<file path="config.mk">
export PLATFORM = sky130hd
export DESIGN_NAME = btlpm_ctrl
export DESIGN_NICKNAME = d
export VERILOG_FILES = /design/src/hw/rtl/btlpm_pkg.sv /design/src/hw/rtl/btlpm_ctrl.sv
export SDC_FILE = /design/constraint.sdc
export NUM_CORES = 1
export LEC_CHECK = 0
export BUFFER_PORTS_ARGS = -buffer_cell sky130_fd_sc_hd__buf_2
export CORE_AREA = 2 2 39 41
export DETAILED_ROUTE_END_ITERATION = 12
export DIE_AREA = 0 0 41 43
export GPL_TIMING_DRIVEN = 0
export PLACE_DENSITY = 0.62
export SYNTH_ARGS = -nofsm -noshare
export SYNTH_HDL_FRONTEND = slang
export SYNTH_SLANG_ARGS = --single-unit
</file>
<file path="constraint.sdc">
create_clock -name clk -period 1.3 [get_ports clk]
set_input_delay 0.065 -clock clk [delete_from_list [all_inputs] [get_ports clk]]
set_output_delay 0.065 -clock clk [all_outputs]
set_load 0.01 [all_outputs]
</file>
<file path="src/hw/rtl/btlpm_pkg.sv">
// Shared types and constants for the binary trie longest-prefix-match block.
// Used by btlpm_ctrl, btlpm_dp and binary_trie_longest_prefix_match.
`timescale 1ns / 1ps

package btlpm_pkg;

    localparam int NODE_COUNT = 4096;
    localparam int ADDR_BITS  = 32;
    localparam int IDX_W      = $clog2(NODE_COUNT);
    localparam int USED_W     = IDX_W + 1;
    localparam int DEPTH_W    = $clog2(ADDR_BITS + 1);
    localparam int LEN_W      = 6;
    localparam int PORT_W     = 8;

    localparam int LEN_LSB    = ADDR_BITS;
    localparam int RPORT_LSB  = LEN_LSB + LEN_W;
    localparam int IN_BITS    = RPORT_LSB + PORT_W;
    localparam int S_TDATA_W  = ((IN_BITS + 7) / 8) * 8;

    localparam int OUT_BITS   = 1 + PORT_W + 1;
    localparam int M_TDATA_W  = ((OUT_BITS + 7) / 8) * 8;

    typedef enum logic
    {
        OP_INSERT = 1'b0,
        OP_LOOKUP = 1'b1
    } op_t;

    typedef struct packed
    {
        logic              valid;
        logic [PORT_W-1:0] port;
        logic [IDX_W-1:0]  child1;
        logic [IDX_W-1:0]  child0;
    } node_t;

    typedef enum logic [1:0]
    {
        ST_IDLE,
        ST_WALK,
        ST_ALLOC,
        ST_DONE
    } state_t;

    typedef struct packed
    {
        logic load;
        logic follow;
        logic alloc;
        logic commit;
        logic fill;
        logic fresh;
        logic record;
        logic set_full;
        logic out_load;
    } dp_cmd_t;

    typedef struct packed
    {
        logic is_lookup;
        logic at_end;
        logic child_none;
        logic pool_full;
    } dp_sts_t;

endpackage

</file>
<file path="src/hw/rtl/btlpm_ctrl.sv">
// Controller state machine for the trie walk: decides follow, allocate,
// commit and finish per level. Depends on btlpm_pkg.
`timescale 1ns / 1ps

module btlpm_ctrl
(
    input  logic                clk,
    input  logic                rst_n,
    input  logic                s_tvalid,
    output logic                s_tready,
    output logic                m_tvalid,
    input  logic                m_tready,
    input  btlpm_pkg::dp_sts_t  sts,
    output btlpm_pkg::dp_cmd_t  cmd
);

    btlpm_pkg::state_t state_reg;
    btlpm_pkg::state_t state_next;
    logic              out_valid_reg;
    logic              out_valid_next;
    logic              out_free;

    assign out_free = !out_valid_reg || m_tready;
    assign s_tready = (state_reg == btlpm_pkg::ST_IDLE);
    assign m_tvalid = out_valid_reg;

    always_comb
    begin
        state_next = state_reg;
        unique case (state_reg)
            btlpm_pkg::ST_IDLE:
            begin
                if (s_tvalid)
                begin
                    state_next = btlpm_pkg::ST_WALK;
                end
            end
            btlpm_pkg::ST_WALK:
            begin
                if (sts.is_lookup)
                begin
                    if (sts.at_end || sts.child_none)
                    begin
                        state_next = btlpm_pkg::ST_DONE;
                    end
                end
                else if (sts.at_end || (sts.child_none && sts.pool_full))
                begin
                    state_next = btlpm_pkg::ST_DONE;
                end
                else if (sts.child_none)
                begin
                    state_next = btlpm_pkg::ST_ALLOC;
                end
            end
            btlpm_pkg::ST_ALLOC:
            begin
                if (sts.at_end || sts.pool_full)
                begin
                    state_next = btlpm_pkg::ST_DONE;
                end
            end
            btlpm_pkg::ST_DONE:
            begin
                if (out_free)
                begin
                    state_next = btlpm_pkg::ST_IDLE;
                end
            end
            default:
            begin
                state_next = btlpm_pkg::ST_IDLE;
            end
        endcase
    end

    always_comb
    begin
        cmd = '0;
        unique case (state_reg)
            btlpm_pkg::ST_IDLE:
            begin
                cmd.load = s_tvalid;
            end
            btlpm_pkg::ST_WALK:
            begin
                if (sts.is_lookup)
                begin
                    cmd.record = 1'b1;
                    cmd.follow = !sts.at_end && !sts.child_none;
                end
                else if (sts.at_end)
                begin
                    cmd.commit = 1'b1;
                end
                else if (sts.child_none)
                begin
                    cmd.set_full = sts.pool_full;
                    cmd.alloc    = !sts.pool_full;
                end
                else
                begin
                    cmd.follow = 1'b1;
                end
            end
            btlpm_pkg::ST_ALLOC:
            begin
                cmd.fresh = 1'b1;
                if (sts.at_end)
                begin
                    cmd.commit = 1'b1;
                end
                else if (sts.pool_full)
                begin
                    cmd.fill     = 1'b1;
                    cmd.set_full = 1'b1;
                end
                else
                begin
                    cmd.alloc = 1'b1;
                end
            end
            btlpm_pkg::ST_DONE:
            begin
                cmd.out_load = out_free;
            end
            default:
            begin
                cmd = '0;
            end
        endcase
    end

    always_comb
    begin
        out_valid_next = out_valid_reg;
        if (cmd.out_load)
        begin
            out_valid_next = 1'b1;
        end
        else if (m_tready)
        begin
            out_valid_next = 1'b0;
        end
    end

    always_ff @(posedge clk or negedge rst_n)
    begin
        if (!rst_n)
        begin
            state_reg     <= btlpm_pkg::ST_IDLE;
            out_valid_reg <= 1'b0;
        end
        else
        begin
            state_reg     <= state_next;
            out_valid_reg <= out_valid_next;
        end
    end

endmodule

</file>
### Word level (Yosys, flattened, before mapping)

Cells that the tools add are included.
Widths: inputs -> output; s select.

* register bits after elaboration: 3
* input port bits: 8
* output and inout port bits: 11
* word-level logic and storage cells: 54

* eq/ne operators: 8
* mux-type cells: 31
* reductions and logical operators: 13

Operators with widths (number)
* $mux 2: 10
* $mux 1: 18
* $pmux 2 s4: 1
* $ne 2x2->1 const B: 3
* $reduce_and 5->1: 1
* $eq 2x2->1 const B: 2
* $logic_not 1->1: 4
* $logic_or 1x1->1: 4
* $ne 4x4->1 const B: 1
* $pmux 2 s2: 1
* $ne 3x3->1 const B: 1
* $eq 2x1->1 const B: 1
* $logic_and 1x1->1: 2
* $logic_not 2->1: 1
* $pmux 1 s2: 1
* $reduce_bool 2->1: 1

### Longest topological paths before layout

* depth in word-level cells: 5
* depth in mapped cells: 6
* gate-level depth less buffers: 6

### Worst setup path before layout

OpenSTA, ideal clock, no wires.

* path kind: register -> register
* from: register state_reg[0]
* to: register state_reg[1]
* arrival time: 1.406 ns
* slack: -0.231 ns
* stages on the path, launching flop included: 7
* path buffers: 0
* clock period less this slack: 1.531 ns
* cell sequence: dfrtp_1 -> inv_1 -> ha_1 -> nand2b_2 -> a21oi_2 -> nor3_2 -> mux2_4

* longest elaborated chain between the ends: 3

Ends and longest elaborated chain
* from (decl): line btlpm_ctrl.sv:17 `btlpm_pkg::state_t state_reg;`
* from (signal assigned): line btlpm_ctrl.sv:151 `state_reg <= btlpm_pkg::ST_IDLE;`
* from (signal assigned): line btlpm_ctrl.sv:156 `state_reg <= state_next;`
* $eq 2x1->1, or another cell as far along: line btlpm_ctrl.sv:30 `unique case (state_reg)`
* $ne 4x4->1 (no source line), or another cell as far along
* $reduce_and 5->1 (no source line)

Parallel ways exist; a longest one is shown, timed or not.
A chain may end at the register's enable or synchronous reset.

### Worst setup path in the final report

* from: register state_reg[1]
* to: register state_reg[1]

Same word-level chain as after synthesis.

==> impl_metrics.py <==
metrics = {
    "die": {
        "io_pins": 19,
        "die_h_um": 43,
        "rows": 14,
        "initial_core_util_pct": 24.4,
        "dieArea_um2": 1760,
        "fp.coreArea_um2": 1380,
        "fp.dieW_um": 41,
    },
    "worst_setup_path": {
        "startpoint": "state_reg[1]$_DFFE_PN0P_",
        "critical_path.startpoint_type": "flip-flop",
        "cp-end-kind": "flip-flop",
        "cp_data_arrival_time_ns": 1.67,
        "cp.required_ns": 1.42,
        "critical_path.max_fanout": 3,
        "r2r_start": "state_reg[1]$_DFFE_PN0P_",
        "rrSetupSlack_ns": -0.25,
        "crit_type": "reg -> reg",
    },
    "layout": {
        "area_growth_pct": 79.6,
        "stdcell_count": 80,
        "drive_above_1_share_pct": 73.4,
        "fin_area_um2": 607,
        "largest_reg_flops": 2,
        "final_cell_mix": "18 x buf_2, 4 x buf_4, 3 x and2_1, 3 x ha_4, 3 x clkbuf_4",
        "antenna_cells": 0,
        "num-nets-final": 78,
        "layout_commonest_cell": "buf_2",
    },
    "synthesis": {
        "synth_top_family_by_area": "simple AND/OR/NAND/NOR gates",
        "yosysTopAreaCellShare_pct": 22.2,
        "syn-num-nets": 50,
        "synth.area.top_cells": "dfrtp_1 22%, ha_1 19%, and2_1 7.4%",
        "netlist.top_cell.by_area": "dfrtp_1",
        "ys_ff_latch": 3,
        "synthAdderAreaFrac_pct": 18.5,
        "synthCells": 37,
        "synth_simple_gate_area_share_pct": 34.4,
        "muxShareOfSynthArea_pct": 4.44,
        "synth-compound-area-share_pct": 14.8,
        "synth_area_per_cell_um2": 9.13,
        "seq_area_frac_synth_pct": 22.2,
        "synth_cell_types": 24,
        "yosysWarnings": 0,
        "synth_xor_area_share_pct": 0,
        "syn_area_um2": 338,
    },
    "route": {
        "drt-pass1-iter-count": 1,
        "wirelength_um": 811,
        "drc_errors": 0,
        "ant_nets": 0,
        "vias": 356,
        "drt_iter0_markers": 0,
        "routedWlPerCell_um": 10.1,
        "via_per_inst": 4.45,
    },
    "sta": {
        "hold_viol_final": 0,
        "fmax_ghz": 0.645,
        "setup_slack_ns": -0.250,
        "maxSlewViolCount": 0,
        "fin_crit_sh_pct": 119,
        "fin_crit_ns": 1.55,
        "relSlewSlack_pct": 85.9,
        "max_slew.worst_pin.slew_ns": 0.211,
        "whs_ns": 0.151,
        "clock_skew_ns": 0.00625,
        "grt_setup_unrepaired": "true",
        "setup_viol": 9,
    },
    "power": {
        "p_seq_share_pct": 15.0,
        "power_switching_mw": 0.562,
        "vdd_drop_max_uv": 869,
        "p_int_mw": 0.827,
        "comb_power_share_pct": 72.7,
        "power_density_nw_per_um2": 2290,
        "switching_share_pct": 40.5,
        "p_leak_nw": 0.311,
        "p_clk_share_pct": 12.2,
    },
    "cts": {
        "insertion_delay_ns": 0.24,
        "numCtsBuffers": 3,
        "clk_pin_slew_ns": 0.04,
        "cts_buffer_depth": 2,
        "cts.sinks": 3,
        "clock-root-buffer": "clkbuf_4",
        "tritoncts": "built",
        "htreeDepth": 1,
    },
    "job": {
        "drv_cap": 0,
    },
    "placement": {
        "place_inst": 71,
        "dp_hpwl_um": 593,
        "gp_congestion": 0.695,
        "io_buffers": 18,
        "place_area_um2": 473,
    },
    "outcome": {
        "outcome": "finished, violations left",
        "violations": "setup timing",
    },
    "global_route": {
        "antenna_found_initial": 0,
        "grt_max_degree": 8,
        "grt_usage_pct": 12.5,
        "grt_pass1_wl_um": 1420,
        "grt_pass1_vias": 352,
        "gr-total-overflow": 0,
    },
    "worst_hold_path": {
        "holdCritPathClass": "in -> async",
    },
}
==> logic make-up (layout without fill, tap and decap cells) <==
family | Yosys count | count (layout)
DFF | 3 | 3
buffers and inverters | 4 | 31
adders and majority gates | 5 | 5
muxes | 1 | 1
AOI/OAI and AO/OA | 6 | 6
and+or+nand+nor | 18 | 18
==> stage by stage <==
stage | power, mW | worst slack (ns) | utilization [%] | TNS (ns)
after CTS | 1.38 | -0.269 | 42.9 | -1.33
after global placement | 0.931 | -0.252 | 34.2 | -0.857
after global routing | 1.54 | -0.326 | 43.9 | -2.02
after floorplan | 0.750 | -0.147 | - | -0.206
final | 1.39 | -0.250 | 43.9 | -1.30
after detailed placement | 0.943 | -0.284 | 34.2 | -0.930
==> timing repair <==
item | 4_1_cts | 5_1_grt
hold buffers | 1 | 0
resized for setup | 11 | 1
hold endpoints to repair | 3 | 0
gates cloned | 0 | 0
setup endpoints to repair | 9 | 10
setup buffers | 3 | 1
pin swaps | 2 | 2
==> critical path, cell delays in order (launching register included) <==
cell     delay (ns)
dfrtp_2        0.38
inv_4          0.05
buf_12         0.12
ha_4           0.14
and2b_1        0.18
nor3_2         0.24
mux2_4         0.32
==> cell usage after synthesis <==
master,instances
a211oi_1,1
nor2_2,1
o21ai_0,1
nor4_1,1
a2bb2oi_1,1
dfrtp_1,3
a211o_2,1
nor3b_1,1
and2_1,4
nand2_1,1
a21oi_2,1
nand2b_2,1
o211a_1,1
nor2b_1,1
and3b_2,1
inv_1,3
nor3_2,1
buf_4,1
nand2b_1,2
and2b_1,1
mux2_4,1
nor3_1,1
ha_1,5
nor2_1,2
==> area by class of cell <==
cell class	instances	area (µm²)
Multi-Input combinational cell	30	319
Fill cell	141	777
Clock buffer	4	26.3
Inverter	3	13.8
Tap cell	16	20.0
Timing Repair Buffer	23	143
Sequential cell	3	77.6
Buffer	1	7.51
==> path summary, 6_finish.rpt <==
kind / cells after the start / endpoint
setup reg to reg: 6 / state_reg[1]$_DFFE_PN0P_
min in group clk: 3 / m_tvalid$_DFFE_PN0P_
max in group asynchronous: 2 / state_reg[0]$_DFFE_PN0P_
hold reg to reg: 2 / m_tvalid$_DFFE_PN0P_
setup / recovery: 6 / state_reg[1]$_DFFE_PN0P_
hold / removal: 2 / m_tvalid$_DFFE_PN0P_
==> power by group through the flow <==
stage | combinational, mW | sequential [mW] | clock, mW
after detailed placement | 0.737 | 0.206 | 0
after floorplan | 0.551 | 0.199 | 0
after CTS | 0.991 | 0.209 | 0.180
final | 1.01 | 0.208 | 0.170
after global placement | 0.727 | 0.204 | 0
after global routing | 1.13 | 0.223 | 0.192
==> per-layer routing <==
metal  wire, µm  share of wire [%]  track usage [%]
met3         73                9.0             4.71
met5          0                  0                0
met1        306                 38             13.5
met2        417                 51             18.4
met4         14                1.7             10.0
Power figures use the tool's default switching activity.
